## src/sffl_pkg.sv

```systemverilog
// shared types, constants and helpers for the stuffed frame flash loader
package sffl_pkg;

    localparam int unsigned FRAME_BYTES = 8;
    localparam int unsigned HEADER_SKIP_DEFAULT = 16;

    localparam logic [7:0] FLAG_BYTE = 8'h7E;
    localparam logic [7:0] ESC_BYTE = 8'h7D;
    localparam logic [7:0] ESC_XOR = 8'h20;
    localparam logic [7:0] SYNC_BYTE = 8'hFF;
    localparam logic [7:0] TX_SYNC = 8'h5E;
    localparam logic [7:0] HEAD_BYTE = 8'h50;

    localparam logic [7:0] CMD_POWER_UP = 8'h00;
    localparam logic [7:0] CMD_VERSION = 8'h01;
    localparam logic [7:0] CMD_DL_START = 8'h03;
    localparam logic [7:0] CMD_DATA = 8'h04;
    localparam logic [7:0] CMD_EOF = 8'h05;

    localparam logic [7:0] RSP_POWER_UP = 8'h80;
    localparam logic [7:0] RSP_VERSION = 8'h81;
    localparam logic [7:0] RSP_OFFSET = 8'h82;
    localparam logic [7:0] RSP_EOF = 8'h83;
    localparam logic [7:0] RSP_CRC_ERR = 8'h84;

    localparam logic [1:0] KIND_TX = 2'd0;
    localparam logic [1:0] KIND_ERASE = 2'd1;
    localparam logic [1:0] KIND_WRITE = 2'd2;

    localparam logic CFG_FLASH_BASE = 1'b0;
    localparam logic CFG_PAGE_LOG2 = 1'b1;

    typedef enum logic [1:0] {
        PH_IDLE,
        PH_WANT_FF,
        PH_IN,
        PH_ESC
    } rx_phase_t;

    typedef enum logic [3:0] {
        ST_RX,
        ST_CRC_IN,
        ST_DECIDE,
        ST_ERASE,
        ST_WRITE,
        ST_RSP_CRC,
        ST_TX_FLAG,
        ST_TX_SYNC,
        ST_TX_BYTE,
        ST_TX_ESC
    } ctrl_state_t;

    typedef enum logic [2:0] {
        ACT_NONE,
        ACT_REPLY,
        ACT_DATA
    } action_t;

    // controller to datapath
    typedef struct packed {
        logic       crc_clear;
        logic       crc_step_in;
        logic       crc_step_rsp;
        logic       load_reply;
        logic       apply_frame;
        logic       emit;
        logic [1:0] emit_kind;
        logic       emit_esc;
        logic       emit_flag;
        logic       emit_sync;
        logic       emit_last;
        logic       byte_next;
    } dp_cmd_t;

    // datapath to controller
    typedef struct packed {
        logic       frame_done;
        logic       bypass;
        logic       crc_ok;
        logic       head_ok;
        action_t    action;
        logic       past_skip;
        logic       do_erase;
        logic       byte_needs_esc;
        logic       byte_last;
        logic       crc_last;
    } dp_sts_t;

    function automatic logic [15:0] crc_step(input logic [15:0] c, input logic [7:0] b);
        logic [7:0] t;
        t = c[15:8] ^ b;
        t = t ^ {4'd0, t[7:4]};
        return {c[7:0], 8'd0} ^ {t[3:0], 12'd0} ^ {3'd0, t, 5'd0} ^ {8'd0, t};
    endfunction

endpackage

```

## src/sffl_datapath.sv

```systemverilog
// receive unstuffing, frame store, crc unit, loader state and result register
module sffl_datapath import sffl_pkg::*; #(
    parameter int unsigned HEADER_SKIP = HEADER_SKIP_DEFAULT
) (
    input  logic        aclk,
    input  logic        aresetn,
    input  logic        rx_fire,
    input  logic [7:0]  rx_byte,
    input  logic        cfg_fire,
    input  logic        cfg_index,
    input  logic [31:0] cfg_data,
    input  dp_cmd_t     cmd,
    output dp_sts_t     sts,
    output logic [1:0]  res_kind,
    output logic [7:0]  res_tx_byte,
    output logic [31:0] res_flash_address,
    output logic [31:0] res_flash_word,
    output logic        res_update_active,
    output logic        res_last
);

    rx_phase_t   phase_reg, phase_next;
    logic [3:0]  idx_reg, idx_next;
    logic [7:0]  store_reg [FRAME_BYTES];
    logic        done_reg, done_next;
    logic        bypass_reg, bypass_next;
    logic [31:0] base_reg;
    logic [4:0]  page_reg;
    logic [31:0] offset_reg;
    logic        loading_reg;
    logic [15:0] crc_reg;
    logic [2:0]  ptr_reg;
    logic [7:0]  rsp_code_reg;
    logic [31:0] rsp_pay_reg;

    logic [7:0]  unstuffed;
    logic        escaped;
    logic [3:0]  idx_inc;
    logic [7:0]  cur_in;
    logic [7:0]  rsp_byte;
    logic [31:0] word;
    logic [31:0] tgt;
    logic [31:0] mask;
    logic [31:0] off_plus;
    logic        past_skip;

    assign escaped = (phase_reg == PH_ESC);
    assign unstuffed = escaped ? (rx_byte ^ ESC_XOR) : rx_byte;
    assign idx_inc = idx_reg + 4'd1;

    always_comb begin
        phase_next = phase_reg;
        idx_next = idx_reg;
        done_next = 1'b0;
        bypass_next = bypass_reg;
        case (phase_reg)
            PH_IDLE: begin
                if (rx_byte == FLAG_BYTE) begin
                    phase_next = PH_WANT_FF;
                end
            end
            PH_WANT_FF: begin
                if (rx_byte == SYNC_BYTE) begin
                    phase_next = PH_IN;
                    idx_next = 4'd0;
                end else begin
                    phase_next = PH_IDLE;
                end
            end
            default: begin
                if (rx_byte == FLAG_BYTE) begin
                    phase_next = PH_WANT_FF;
                    idx_next = 4'd0;
                end else if (phase_reg == PH_IN && rx_byte == ESC_BYTE) begin
                    phase_next = PH_ESC;
                end else begin
                    idx_next = idx_inc;
                    phase_next = PH_IN;
                    if (idx_inc >= 4'(FRAME_BYTES) ||
                        (idx_inc == 4'd7 && rx_byte == SYNC_BYTE)) begin
                        phase_next = PH_IDLE;
                        idx_next = 4'd0;
                        done_next = 1'b1;
                        bypass_next = (rx_byte == SYNC_BYTE) &&
                                      (idx_inc == 4'd7 || !escaped);
                    end
                end
            end
        endcase
    end

    always_ff @(posedge aclk) begin
        if (!aresetn) begin
            phase_reg <= PH_IDLE;
            idx_reg <= 4'd0;
            done_reg <= 1'b0;
            bypass_reg <= 1'b0;
        end else if (rx_fire) begin
            phase_reg <= phase_next;
            idx_reg <= idx_next;
            done_reg <= done_next;
            bypass_reg <= bypass_next;
        end else begin
            done_reg <= 1'b0;
        end
    end

    always_ff @(posedge aclk) begin
        if (rx_fire && (phase_reg == PH_IN || phase_reg == PH_ESC) &&
            rx_byte != FLAG_BYTE && !(phase_reg == PH_IN && rx_byte == ESC_BYTE) &&
            idx_reg < 4'(FRAME_BYTES)) begin
            store_reg[idx_reg[2:0]] <= unstuffed;
        end
    end

    always_ff @(posedge aclk) begin
        if (!aresetn) begin
            base_reg <= 32'd0;
            page_reg <= 5'd10;
        end else if (cfg_fire) begin
            case (cfg_index)
                CFG_FLASH_BASE: base_reg <= cfg_data;
                CFG_PAGE_LOG2: page_reg <= cfg_data[4:0];
                default: ;
            endcase
        end
    end

    // reply frame bytes
    always_comb begin
        case (ptr_reg)
            3'd0: rsp_byte = HEAD_BYTE;
            3'd1: rsp_byte = rsp_code_reg;
            3'd2: rsp_byte = rsp_pay_reg[7:0];
            3'd3: rsp_byte = rsp_pay_reg[15:8];
            3'd4: rsp_byte = rsp_pay_reg[23:16];
            3'd5: rsp_byte = rsp_pay_reg[31:24];
            3'd6: rsp_byte = 8'd0;
            default: rsp_byte = crc_reg[15:8];
        endcase
    end

    assign cur_in = store_reg[ptr_reg];
    assign word = {store_reg[5], store_reg[4], store_reg[3], store_reg[2]};
    assign past_skip = (offset_reg >= 32'(HEADER_SKIP));
    assign tgt = base_reg + (offset_reg - 32'(HEADER_SKIP));
    assign mask = (32'd1 << page_reg) - 32'd1;
    assign off_plus = offset_reg + 32'd4;

    always_comb begin
        sts.frame_done = done_reg;
        sts.bypass = bypass_reg;
        sts.crc_ok = (crc_reg[7:0] == store_reg[7]);
        sts.head_ok = (store_reg[0] == HEAD_BYTE);
        sts.action = ACT_NONE;
        case (store_reg[1])
            CMD_POWER_UP, CMD_VERSION, CMD_DL_START, CMD_EOF: sts.action = ACT_REPLY;
            CMD_DATA: begin
                if (store_reg[6] == offset_reg[7:0]) begin
                    sts.action = ACT_DATA;
                end
            end
            default: sts.action = ACT_NONE;
        endcase
        sts.past_skip = past_skip;
        sts.do_erase = past_skip && ((tgt & mask) == 32'd0);
        sts.byte_needs_esc = (rsp_byte == FLAG_BYTE) || (rsp_byte == ESC_BYTE);
        sts.byte_last = (ptr_reg == 3'd7);
        sts.crc_last = (ptr_reg == 3'd6);
    end

    always_ff @(posedge aclk) begin
        if (!aresetn) begin
            offset_reg <= 32'd0;
            loading_reg <= 1'b0;
            ptr_reg <= 3'd0;
        end else begin
            if (cmd.crc_clear) begin
                ptr_reg <= 3'd0;
            end else if (cmd.crc_step_in || cmd.crc_step_rsp || cmd.byte_next) begin
                ptr_reg <= ptr_reg + 3'd1;
            end
            if (cmd.load_reply) begin
                rsp_code_reg <= RSP_CRC_ERR;
                rsp_pay_reg <= 32'd0;
                if (cmd.apply_frame) begin
                    case (store_reg[1])
                        CMD_POWER_UP: rsp_code_reg <= RSP_POWER_UP;
                        CMD_VERSION: begin
                            rsp_code_reg <= RSP_VERSION;
                            loading_reg <= 1'b1;
                        end
                        CMD_DL_START: begin
                            rsp_code_reg <= RSP_OFFSET;
                            offset_reg <= 32'd0;
                        end
                        CMD_DATA: begin
                            rsp_code_reg <= RSP_OFFSET;
                            rsp_pay_reg <= off_plus;
                            offset_reg <= off_plus;
                        end
                        CMD_EOF: begin
                            rsp_code_reg <= RSP_EOF;
                            loading_reg <= 1'b0;
                        end
                        default: ;
                    endcase
                end
            end
        end
    end

    always_ff @(posedge aclk) begin
        if (cmd.crc_clear) begin
            crc_reg <= 16'd0;
        end else if (cmd.crc_step_in) begin
            crc_reg <= crc_step(crc_reg, cur_in);
        end else if (cmd.crc_step_rsp) begin
            crc_reg <= crc_step(crc_reg, rsp_byte);
        end
    end

    always_ff @(posedge aclk) begin
        if (cmd.emit) begin
            res_kind <= cmd.emit_kind;
            res_last <= cmd.emit_last;
            res_update_active <= loading_reg;
            res_tx_byte <= 8'd0;
            res_flash_address <= 32'd0;
            res_flash_word <= 32'd0;
            case (cmd.emit_kind)
                KIND_ERASE: res_flash_address <= tgt;
                KIND_WRITE: begin
                    res_flash_address <= tgt;
                    res_flash_word <= word;
                end
                default: begin
                    if (cmd.emit_flag) begin
                        res_tx_byte <= FLAG_BYTE;
                    end else if (cmd.emit_sync) begin
                        res_tx_byte <= TX_SYNC;
                    end else if (cmd.emit_esc) begin
                        res_tx_byte <= ESC_BYTE;
                    end else if (sts.byte_needs_esc) begin
                        res_tx_byte <= rsp_byte ^ ESC_XOR;
                    end else begin
                        res_tx_byte <= rsp_byte;
                    end
                end
            endcase
        end
    end

endmodule

```

## src/sffl_ctrl.sv

```systemverilog
// sequencing of frame check, flash requests and reply serialisation
module sffl_ctrl import sffl_pkg::*; (
    input  logic    aclk,
    input  logic    aresetn,
    input  logic    m_busy,
    input  dp_sts_t sts,
    output dp_cmd_t cmd,
    output logic    s_ready,
    output logic    out_valid_set
);

    ctrl_state_t state_reg, state_next;

    always_ff @(posedge aclk) begin
        if (!aresetn) begin
            state_reg <= ST_RX;
        end else begin
            state_reg <= state_next;
        end
    end

    always_comb begin
        state_next = state_reg;
        cmd = '0;
        s_ready = 1'b0;
        out_valid_set = 1'b0;
        case (state_reg)
            ST_RX: begin
                s_ready = 1'b1;
                if (sts.frame_done) begin
                    s_ready = 1'b0;
                    cmd.crc_clear = 1'b1;
                    state_next = ST_CRC_IN;
                end
            end
            ST_CRC_IN: begin
                cmd.crc_step_in = 1'b1;
                if (sts.crc_last) begin
                    state_next = ST_DECIDE;
                end
            end
            ST_DECIDE: begin
                if (!sts.bypass && !sts.crc_ok) begin
                    cmd.load_reply = 1'b1;
                    cmd.crc_clear = 1'b1;
                    state_next = ST_RSP_CRC;
                end else if (!sts.head_ok || sts.action == ACT_NONE) begin
                    state_next = ST_RX;
                end else if (sts.action == ACT_DATA && sts.do_erase) begin
                    state_next = ST_ERASE;
                end else if (sts.action == ACT_DATA && sts.past_skip) begin
                    state_next = ST_WRITE;
                end else begin
                    cmd.load_reply = 1'b1;
                    cmd.apply_frame = 1'b1;
                    cmd.crc_clear = 1'b1;
                    state_next = ST_RSP_CRC;
                end
            end
            ST_ERASE: begin
                if (!m_busy) begin
                    cmd.emit = 1'b1;
                    cmd.emit_kind = KIND_ERASE;
                    out_valid_set = 1'b1;
                    state_next = ST_WRITE;
                end
            end
            ST_WRITE: begin
                if (!m_busy) begin
                    cmd.emit = 1'b1;
                    cmd.emit_kind = KIND_WRITE;
                    out_valid_set = 1'b1;
                    cmd.load_reply = 1'b1;
                    cmd.apply_frame = 1'b1;
                    cmd.crc_clear = 1'b1;
                    state_next = ST_RSP_CRC;
                end
            end
            ST_RSP_CRC: begin
                cmd.crc_step_rsp = 1'b1;
                if (sts.crc_last) begin
                    state_next = ST_TX_FLAG;
                end
            end
            ST_TX_FLAG: begin
                if (!m_busy) begin
                    cmd.emit = 1'b1;
                    cmd.emit_flag = 1'b1;
                    // byte pointer wraps from the check byte back to the head byte
                    cmd.byte_next = 1'b1;
                    out_valid_set = 1'b1;
                    state_next = ST_TX_SYNC;
                end
            end
            ST_TX_SYNC: begin
                if (!m_busy) begin
                    cmd.emit = 1'b1;
                    cmd.emit_sync = 1'b1;
                    out_valid_set = 1'b1;
                    state_next = ST_TX_BYTE;
                end
            end
            ST_TX_BYTE: begin
                if (!m_busy) begin
                    cmd.emit = 1'b1;
                    out_valid_set = 1'b1;
                    if (sts.byte_needs_esc) begin
                        cmd.emit_esc = 1'b1;
                        state_next = ST_TX_ESC;
                    end else begin
                        cmd.byte_next = 1'b1;
                        cmd.emit_last = sts.byte_last;
                        if (sts.byte_last) begin
                            state_next = ST_RX;
                        end
                    end
                end
            end
            ST_TX_ESC: begin
                if (!m_busy) begin
                    cmd.emit = 1'b1;
                    out_valid_set = 1'b1;
                    cmd.byte_next = 1'b1;
                    cmd.emit_last = sts.byte_last;
                    state_next = sts.byte_last ? ST_RX : ST_TX_BYTE;
                end
            end
            default: state_next = ST_RX;
        endcase
    end

endmodule

```

## src/stuffed_frame_flash_loader.sv

```systemverilog
// top level of the stuffed frame flash loader
//  channel | dir | handshake              | payload
//  s_      | in  | s_tvalid/s_tready      | s_tdata: rx_byte
//  m_      | out | m_tvalid/m_tready      | m_tdata, m_tuser, m_tlast
//  cfg_    | in  | cfg_valid/cfg_ready    | cfg_index, cfg_data
// a finished frame runs a crc pass over its first seven stored bytes, a decision step,
// up to two flash results and a crc pass over the seven reply bytes, then one result
// per cycle while m_tready is high (up to 20 results)
// aresetn is synchronous, active low; no clearing pass
// s_tready stays low from the end of a frame until its last result is issued or the frame is dropped
// a stalled result holds in the output register and the sequencer waits
module stuffed_frame_flash_loader import sffl_pkg::*; #(
    parameter int unsigned HEADER_SKIP = HEADER_SKIP_DEFAULT
) (
    input  logic        aclk,
    input  logic        aresetn,
    input  logic        s_tvalid,
    output logic        s_tready,
    input  logic [7:0]  s_tdata,   // rx_byte
    output logic        m_tvalid,
    input  logic        m_tready,
    output logic [79:0] m_tdata,   // tx_byte, flash_address, flash_word, update_active, zeros
    output logic [1:0]  m_tuser,   // kind
    output logic        m_tlast,   // last
    input  logic        cfg_valid,
    output logic        cfg_ready,
    input  logic        cfg_index,
    input  logic [31:0] cfg_data
);

    dp_cmd_t     cmd;
    dp_sts_t     sts;
    logic        rdy;
    logic        vset;
    logic        m_valid_reg;
    logic        busy;
    logic [7:0]  tx_b;
    logic [31:0] fa;
    logic [31:0] fw;
    logic        ua;

    assign busy = m_valid_reg && !m_tready;
    assign s_tready = rdy;
    assign cfg_ready = 1'b1;
    assign m_tvalid = m_valid_reg;
    assign m_tdata = {7'd0, ua, fw, fa, tx_b};

    always_ff @(posedge aclk) begin
        if (!aresetn) begin
            m_valid_reg <= 1'b0;
        end else if (vset) begin
            m_valid_reg <= 1'b1;
        end else if (m_tready) begin
            m_valid_reg <= 1'b0;
        end
    end

    sffl_ctrl u_ctrl (
        .aclk(aclk), .aresetn(aresetn), .m_busy(busy),
        .sts(sts), .cmd(cmd), .s_ready(rdy), .out_valid_set(vset)
    );

    sffl_datapath #(.HEADER_SKIP(HEADER_SKIP)) u_dp (
        .aclk(aclk), .aresetn(aresetn), .rx_fire(s_tvalid && rdy), .rx_byte(s_tdata),
        .cfg_fire(cfg_valid), .cfg_index(cfg_index), .cfg_data(cfg_data),
        .cmd(cmd), .sts(sts), .res_kind(m_tuser), .res_tx_byte(tx_b),
        .res_flash_address(fa), .res_flash_word(fw), .res_update_active(ua),
        .res_last(m_tlast)
    );

endmodule
```

## config.mk

```make
export PLATFORM = sky130hd
export DESIGN_NAME = stuffed_frame_flash_loader
export DESIGN_NICKNAME = d
export VERILOG_FILES = /design/src/sffl_pkg.sv /design/src/sffl_datapath.sv /design/src/sffl_ctrl.sv /design/src/stuffed_frame_flash_loader.sv
export SDC_FILE = /design/constraint.sdc
export NUM_CORES = 1
export LEC_CHECK = 0
export CAP_MARGIN = 20
export CORE_MARGIN = 1.5
export CORE_UTILIZATION = 45
export DETAILED_ROUTE_END_ITERATION = 6
export DONT_BUFFER_PORTS = 1
export HOLD_SLACK_MARGIN = 0.08
export RECOVER_POWER = 25
export SETUP_SLACK_MARGIN = 0.2
export SLEW_MARGIN = 20
export SYNTH_ARGS = -nofsm -noshare
export SYNTH_HDL_FRONTEND = slang
export SYNTH_SLANG_ARGS = --single-unit
```

## constraint.sdc

```tcl
create_clock -name aclk -period 13.81 [get_ports aclk]
set_input_delay 0 -clock aclk [delete_from_list [all_inputs] [get_ports aclk]]
set_output_delay 0 -clock aclk [all_outputs]
set_load 0.01 [all_outputs]
```

=== Word-level counts from Yosys, hierarchy flattened ===
Memories as Yosys holds them, arrays and structs flattened. A register that Yosys moved wholly into a read port is not among the register bits.
Index checks and enable logic that the tools add are counted.

* Latch bits: 0
* Memories kept: 1
* Flip-flop bits (word level): 186
* Bits in writable memories: 64
* Bits in read-only memories: 0
* Output and inout port bits: 86

{| class="wikitable"
|+ Memories
! memory !! words !! width !! rd ports !! clocked after memory_dff !! write ports !! line !! text
|-
| u_dp.store_reg || 8 || 8 || 9 || 5 || 1 || sffl_datapath.sv:24 || <nowiki>logic [7:0] store_reg [FRAME_BYTES];</nowiki>
|}

* Mux-type cells: 80
* Multipliers: 0
* Magnitude comparators: 3
* $add $sub $neg: 6
* Div/mod/pow operators: 0
* Reduce and logical (&&, ||, !) cells: 60
* Eq/ne operators: 49
* Bitwise gates (word level): 20
* Shift-type cells: 1

{| class="wikitable"
|+ Operators by type and width
! cell !! number
|-
| two-way mux 4 bit || 18
|-
| case mux 32 bit (2 select lines) || 1
|-
| case mux 8 bit (7 select lines) || 1
|-
| == test 8 x 7 -> 1 bit (second input constant) || 5
|-
| case mux 4 bit (10 select lines) || 1
|-
| adder 32 x 3 -> 32 bit (second input constant) || 1
|-
| adder 32 bit || 1
|-
| bitwise AND 32 bit || 1
|-
| >= comparator 32 x 5 -> 1 bit (second input constant) || 1
|-
| logical NOT 32 bit || 1
|-
| two-way mux 16 bit || 2
|-
| left shift 1 x 5 -> 32 bit (first input constant) || 1
|-
| subtractor 32 x 1 -> 32 bit (second input constant) || 1
|-
| subtractor 32 x 5 -> 32 bit (second input constant) || 1
|-
| XOR 16 x 13 -> 16 bit || 2
|-
| XOR 16 bit || 2
|-
| XOR 16 x 8 -> 16 bit || 2
|-
| two-way mux 1 bit || 24
|-
| two-way mux 2 bit || 12
|-
| two-way mux 7 bit || 3
|-
| == test 4 x 3 -> 1 bit (second input constant) || 5
|-
| == test 8 x 3 -> 1 bit (second input constant) || 2
|-
| == test 8 bit || 2
|-
| != test 2 bit (second input constant) || 8
|-
| 47 further kinds || 121
|}

=== Longest topological paths before layout ===
Gate-level depths: netlist of run 1.
An unclocked memory read counts as a cell.

* Depth after elaboration: 13
* Gate-level depth with buffers: 16
* Depth with buffers taken out: 13

=== Modules after synthesis ===
From an unflattened synthesis of run 1, not the netlist that was laid out.

* Cell total of the unflattened synthesis: 1814
* Area total of the unflattened synthesis: 16653.5 um^2

{| class="wikitable"
|+ Modules (own cells, without submodules)
! module !! cells each !! times used !! area an instance (um^2)
|-
| sffl_datapath || 1709 || 1 || 15929.0
|-
| sffl_ctrl || 90 || 1 || 601.8
|-
| stuffed_frame_flash_loader || 15 || 1 || 122.6
|}

=== Worst setup path before layout of run 1 ===
No wires, ideal clock.

* Path kind: reg-to-reg
* Start point: register u_ctrl.state_reg[0]
* End point: register u_dp.res_flash_address[0] (enable)
* Cell stages (with the launch flop): 6
* Setup slack: 8784 ps
* Required time: 13291 ps
* Arrival: 4507 ps
* Cells stage by stage: dfxtp_1 -> clkbuf_1 -> nand2_1 -> a21boi_0 -> o21ai_0 -> nor2b_1

{| class="wikitable"
|+ RTL lines
! what !! line !! text
|-
| from (decl) || sffl_ctrl.sv:12 || <nowiki>ctrl_state_t state_reg, state_next;</nowiki>
|-
| from (signal assigned) || sffl_ctrl.sv:18 || <nowiki>state_reg <= state_next;</nowiki>
|-
| to (signal assigned) || sffl_datapath.sv:232 || <nowiki>KIND_ERASE: res_flash_address <= tgt;</nowiki>
|-
| to (signal assigned) || sffl_datapath.sv:234 || <nowiki>res_flash_address <= tgt;</nowiki>
|-
| to (decl) || sffl_datapath.sv:16 || <nowiki>output logic [31:0] res_flash_address,</nowiki>
|}

==> results of run 1 <==
-- cell type report --
class / count / area, µm²
fillers: 3288 / 16800
multi-input cells: 1211 / 7890
flip-flops and latches: 276 / 7260
repair buffers: 123 / 1190
clock buffers: 44 / 938
well taps: 461 / 577
inverters: 138 / 518
clock inverters: 18 / 230
-- power groups by stage --
stage | clock network (mW) | registers (mW) | logic, mW
after floorplan | 0 | 1.11 | 0.700
after detailed placement | 0 | 1.17 | 0.837
after CTS | 0.953 | 1.16 | 0.869
final | 0.934 | 1.16 | 0.869
after global routing | 0.980 | 1.18 | 0.958
after global placement | 0 | 1.17 | 0.828
-- worst min-delay path, stage by stage --
cell and delay [ns]:
nor2b_2 0.20, buf_4 0.23, nand2_1 0.11, a21oi_1 0.05
-- cell usage in the layout, fill, tap and decap left out, types with 22 or more instances in the layout --
cell,count
edfxtp_1,173
nand2_1,159
nor2_1,159
a21oi_1,137
inv_1,136
dlygate4sd3_1,108
dfxtp_1,103
xnor2_1,78
o21ai_0,76
ha_1,72
nand3_1,65
and2_1,40
nor3_1,38
clkbuf_16,34
xor2_1,31
or3_1,25
mux2i_1,24
nor4_1,22
-- worst max-delay path by stage --
stage | startpoint | end | slack [ns] | cells past startpoint
after floorplan | u_ctrl.state_reg[0] | u_dp.res_flash_address[0] | 8.78 | 5
after global placement | u_dp.ptr_reg[2] | flop | 9.65 | 10
after detailed placement | u_dp.ptr_reg[2] | flop | 9.44 | 10
after CTS | u_dp.ptr_reg[2] | flop | 9.46 | 10
after global routing | u_dp.ptr_reg[2] | flop | 9.11 | 11
final | u_dp.ptr_reg[2] | flop | 9.46 | 11
-- metal layers --
metal	wire length, µm	part of all wire, %
met3	2630	5.9
met4	1440	3.2
met2	21300	48
met1	19300	43
met5	27	0.060
-- metrics by stage --
stage          utilization, %  cells  setup slack, ns  cell area, µm²
3_3_place_gp             46.2   2100             9.65           16300
2_1_floorplan               -   1739             8.78           16100
5_1_grt                  52.6   2271             9.11           18600
3_5_place_dp             46.2   2100             9.44           16300
6_report                 52.6   2271             9.46           18600
4_1_cts                  52.5   2270             9.46           18600
-- cells by family after synthesis --
kind of cell,count (synthesis)
simple gates,605
compound gates,371
flops,276
buf+inv,252
xor+xnor,109
fa+ha+maj,72
mux,45
other cells,2
==> results.sh, run 1 <==
export IMPL_overflow=0
export IMPL_clk_latency_ns=0.55
export IMPL_first_pass_iters=5
export IMPL_path_cells="inv_1 > ha_1 > a222oi_1 > clkbuf_2 > nor2_1 > or4b_1 > a2111oi_4 > o21ai_1 > a21oi_2 > nor2b_1 > a2111oi_0"
export IMPL_worstHoldPathCells=4
export IMPL_cts_max_level=2
export IMPL_hp_start="cfg_valid"
export IMPL_timing_final_hold_violations=0
export IMPL_nets=1902
export IMPL_path_max_fanout=14
export IMPL_cts_path_max_buffers=3
export IMPL_clock_sinks=276
export IMPL_drv_slew=0
export IMPL_worst_setup_path_start_kind="flop"
export IMPL_busiest_layer="met2"
export IMPL_worst_hold_path_type="in2reg"
export IMPL_rows=69
export IMPL_timing_fmax_ghz=0.230
export IMPL_status="completed"
export IMPL_crit_slowest_cell="a222oi_1"
export IMPL_clk_pin_slew_ns=0.06
export IMPL_yosysSeqAreaShare_pct=45.1
export IMPL_largest_register_ffs=64
export IMPL_setup_worst_path_class="reg2reg"
export IMPL_grt_pass1_vias=12300
export IMPL_fin_total_pwr_mw=2.96
export IMPL_post_cts_buffers=0
export IMPL_start_util_pct=45.5
export IMPL_clock_skew_ns=0.0161
export IMPL_drc_errors=0
export IMPL_cp_top_family="compound AO/OA/AOI/OAI gates"
export IMPL_cts_made_buffers=34
export IMPL_ctsHoldBuffers=108
export IMPL_synthSimpleGateAreaFrac_pct=18.4
export IMPL_antenna_found_initial=2
export IMPL_leakage_nw=6.75
export IMPL_synthesis_instances=1732
export IMPL_synth_most_common_cell="edfxtp_1"
export IMPL_cts_resized=0
export IMPL_dp_hpwl_um=31800
export IMPL_reg2reg_depth=11
export IMPL_sw_frac_of_total_pct=34.4
export IMPL_combPwrFrac_pct=29.4
export IMPL_cap_violations=0
export IMPL_pwr_share_seq_pct=39.1
export IMPL_crit_path_end_kind="flop"
export IMPL_die_area_um2=36900
export IMPL_numPortBuffers=0
export IMPL_io_pins=132
export IMPL_cts_tree="yes"
export IMPL_globalRouteMet3Util_pct=4.37
export IMPL_ant_nets=0
export IMPL_diodes=0
export IMPL_gp_congestion=0.924
export IMPL_p_switching_mw=1.02
export IMPL_drt_total_wl_um=44700
export IMPL_drive_gt1_share_pct=6.30
export IMPL_reg2reg_from="u_dp.ptr_reg[2]"
export IMPL_synth_seq_cells=276
export IMPL_rsz0062_at_grt="no"
export IMPL_die_w_um=192
export IMPL_vias_per_cell=5.71
export IMPL_synthArstFlopShare_pct=0
export IMPL_ys_warn_count=0
export IMPL_use_met1_pct=31.9
export IMPL_synthDistinctLibCells=83
export IMPL_synth_commonest_cells="edfxtp_1 (173), nor2_1 (160), nand2_1 (159), a21oi_1 (138), inv_1 (136)"
export IMPL_synth_xor_area_share_pct=5.93
export IMPL_grt_start_max_net_pins=80
export IMPL_period_share_pct=31.5
export IMPL_routed_via_count=13000
export IMPL_path_buf_inv=2
export IMPL_gr_usage_all_layers_pct=24.2
export IMPL_synth_top_area_share_pct=32.3
export IMPL_pwr_share_clk_pct=31.5
export IMPL_synth_area_per_cell_um2=9.30
export IMPL_syn_area_um2=16100
export IMPL_use_met2_pct=39.3
export IMPL_setup_viol=0
export IMPL_powerDensity_nw_per_um2=159
export IMPL_syn_to_final_growth_pct=15.6
export IMPL_cp_required_ns=14.20
export IMPL_synth_top_family_by_area="simple AND/OR/NAND/NOR gates"
export IMPL_grt_pass1_wl_um=68700
export IMPL_core_area_um2=35400
export IMPL_drtIter0Drc=918
export IMPL_synth_top_area_cell="edfxtp_1"
export IMPL_yosys_top_cells_area="edfxtp_1 (32%), dfxtp_1 (13%), ha_1 (5.6%)"
export IMPL_synth_compound_area_share_pct=14.7
export IMPL_ir_worst_vdd_v=0.000191
export IMPL_synthFlopType="edfxtp_1"
export IMPL_fin_setup_tns_ns=0
export IMPL_die_y_um=192
export IMPL_ff2ff_setup_slack_ns=9.46
export IMPL_p_int_mw=1.94
export IMPL_worstHoldEndpoint="u_dp.base_reg[29]"
export IMPL_synth_fa_ha_area_share_pct=5.60
export IMPL_max_slew_worst_pin_slew_ns=1.04
export IMPL_wire_per_inst_um=19.7
export IMPL_whs_ns=0.105
export IMPL_post_route_min_period_ns=4.35
export IMPL_muxShareOfSynthArea_pct=4.08
export IMPL_root_buffer="clkbuf_16"
export IMPL_slowest_delay_ns=0.77
export IMPL_relSlewSlack_pct=31.0
export IMPL_cp_arrival_ns=4.75
export IMPL_synth_edf_count=173
(Power assumes the default switching activity.)
==> run 2, diff against run 1 <==
==> constraint.sdc (replaced) <==
create_clock -name aclk -period 3.95 [get_ports aclk]
set_input_delay 0 -clock aclk [delete_from_list [all_inputs] [get_ports aclk]]
set_output_delay 0 -clock aclk [all_outputs]
set_load 0.01 [all_outputs]
==> run 2 against run 1 <==
Compared with the run above:
- count of clock-buffer cells in the layout decreased by 10
- core utilization increased by 1.1 points
- via count increased by 1.0%
- total power increased to 3.4 times the previous value
- clock power increased to 3.0 times the previous value
- sequential cell count unchanged
- clock skew decreased by 0.0034 ns
- sequential share of layout area decreased by 0.72 points
- design area increased by 2.0%
- die area unchanged
- fmax increased by 17%
- critical path type unchanged
- largest power group unchanged
==> results.sh, run 2 (same netlist as run 1, synthesis figures left out) <==
export IMPL_rsz0062_at_grt="yes"
export IMPL_first_pass_iters=5
export IMPL_clk_latency_ns=0.58
export IMPL_fin_total_pwr_mw=10.1
export IMPL_clock_skew_ns=0.0126
export IMPL_clk_pin_slew_ns=0.06
export IMPL_setup_worst_path_class="reg2reg"
export IMPL_root_buffer="clkbuf_16"
export IMPL_setup_viol=0
export IMPL_drt_total_wl_um=44900
export IMPL_syn_to_final_growth_pct=17.9
export IMPL_relSlewSlack_pct=38.7
export IMPL_rows=69
export IMPL_period_share_pct=94.3
export IMPL_io_pins=132
export IMPL_cp_required_ns=4.42
export IMPL_post_route_min_period_ns=3.73
export IMPL_grt_pass1_wl_um=69200
export IMPL_drc_errors=0
export IMPL_drv_slew=0
export IMPL_fill_cells=3251
export IMPL_final_cell_mix="edfxtp_1 (173), nor2_1 (160), nand2_1 (156), inv_1 (133), a21oi_1 (132)"
export IMPL_die_area_um2=36900
export IMPL_leakage_nw=6.94
export IMPL_core_area_um2=35400
export IMPL_path_max_fanout=5
export IMPL_dp_hpwl_um=32100
export IMPL_powerDensity_nw_per_um2=532
export IMPL_timing_final_hold_violations=0
export IMPL_grt_start_max_net_pins=77
export IMPL_numPortBuffers=0
export IMPL_overflow=0
export IMPL_die_y_um=192
export IMPL_wire_per_inst_um=19.4
export IMPL_timing_fmax_ghz=0.268
export IMPL_die_w_um=192
export IMPL_nets=1945
export IMPL_vias_per_cell=5.66
export IMPL_worst_setup_path_start_kind="flop"
export IMPL_crit_slowest_cell="or4_4"
export IMPL_start_util_pct=45.5
export IMPL_ant_nets=0
export IMPL_drive_gt1_share_pct=11.5
export IMPL_cts_path_max_buffers=3
export IMPL_largest_register_ffs=64
export IMPL_grt_pass1_vias=12700
export IMPL_path_cells="inv_2 > ha_1 > inv_1 > ha_1 > a21o_1 > o211ai_1 > o31a_1 > a2111oi_4 > o21a_1 > o31ai_1 > a211o_1 > or4_4 > o21a_1"
export IMPL_worst_hold_path_type="in2reg"
export IMPL_status="completed"
export IMPL_antenna_found_initial=1
export IMPL_cts_tree="yes"
export IMPL_max_slew_worst_pin_slew_ns=0.920
export IMPL_cts_made_buffers=31
export IMPL_ir_worst_vdd_v=0.000727
export IMPL_cts_max_level=1
export IMPL_crit_path_end_kind="flop"
export IMPL_cap_violations=0
export IMPL_drtIter0Drc=862
export IMPL_diodes=0
export IMPL_layout_commonest_cell="edfxtp_1"
export IMPL_gp_congestion=0.925
export IMPL_fin_setup_tns_ns=0
export IMPL_routed_via_count=13100
export IMPL_gr_usage_all_layers_pct=24.0
export IMPL_slowest_delay_ns=0.56
export IMPL_clock_sinks=276
export IMPL_cp_arrival_ns=4.20
[run 2: cell count changes in the layout (fill, tap and decap cells not counted), sizes merged]
cell | previous run | this run
clkbuf | 45 | 34
bufinv | 4 | 2
buf | 14 | 76
clkinv | 11 | 14
clkinvlp | 2 | 6
dlygate4sd3 | 108 | 93
[run 2: worst paths after layout]
check	start	end	slack, ns	cells past startpoint
worst max-delay path	u_dp.offset_reg[4]	u_ctrl.state_reg[2]	0.22	13
worst min-delay path	cfg_data[1]	u_dp.page_reg[1]	0.11	3
worst max register to register	u_dp.offset_reg[4]	u_ctrl.state_reg[2]	0.22	13
worst min register to register	u_dp.base_reg[12]	u_dp.base_reg[12]	0.46	2
[run 2: power breakdown]
part	internal, mW	switching [mW]	total (mW)
combinational	1.43	1.85	3.29
clock	1.59	1.22	2.82
sequential	3.53	0.459	3.99
total	6.56	3.54	10.1
[run 2: layout make-up]
| type | instances | area (µm²) | area share [%] |
|---|---|---|---|
| multi-input cells | 1211 | 8110 | 42.7 |
| flip-flops and latches | 276 | 7270 | 38.3 |
| repair buffers | 169 | 1510 | 7.97 |
| clock buffers | 34 | 797 | 4.20 |
| well taps | 461 | 577 | 3.04 |
| inverters | 138 | 518 | 2.73 |
| clock inverters | 23 | 199 | 1.05 |
[run 2: stage by stage]
stage               worst slack [ns]  hold WS, ns  utilization (%)  instance area, µm²  std cells
floorplan                      0.217       0.0989                -               16200       1739
global placement               0.189       0.0868             47.5               16800       2157
detailed placement             0.116       0.0869             47.5               16800       2157
CTS                            0.206       0.0857             53.0               18700       2307
global route                   0.101        0.118             53.6               19000       2312
finish                         0.225        0.111             53.6               19000       2312
[run 2: repair_timing]
action,in CTS,in global routing
gates resized for setup,5,53
endpoints found under the setup margin,3,14
setup buffers,0,5
endpoints found under the hold margin,151,0
pin swaps,1,15
hold buffers,93,0
[run 2: per-layer routing]
layer | vias to the layer above | part of all wire [%] | global-route usage, %
li1 | 6322 | - | -
met1 | 6267 | 44 | 32.0
met2 | 428 | 48 | 40.2
met3 | 78 | 5.3 | 3.51
met4 | 2 | 2.8 | 7.69
met5 | - | 0.029 | 0
[run 2: worst max-delay path: cells and delay by family (launching register included)]
kind                     cells  cell delay [ns]
flip-flops                   1             0.33
AO/OA/AOI/OAI                8             2.08
AND/OR/NAND/NOR              1             0.56
adder cells (fa/ha/maj)      2             0.54
buffers and inverters        2             0.09
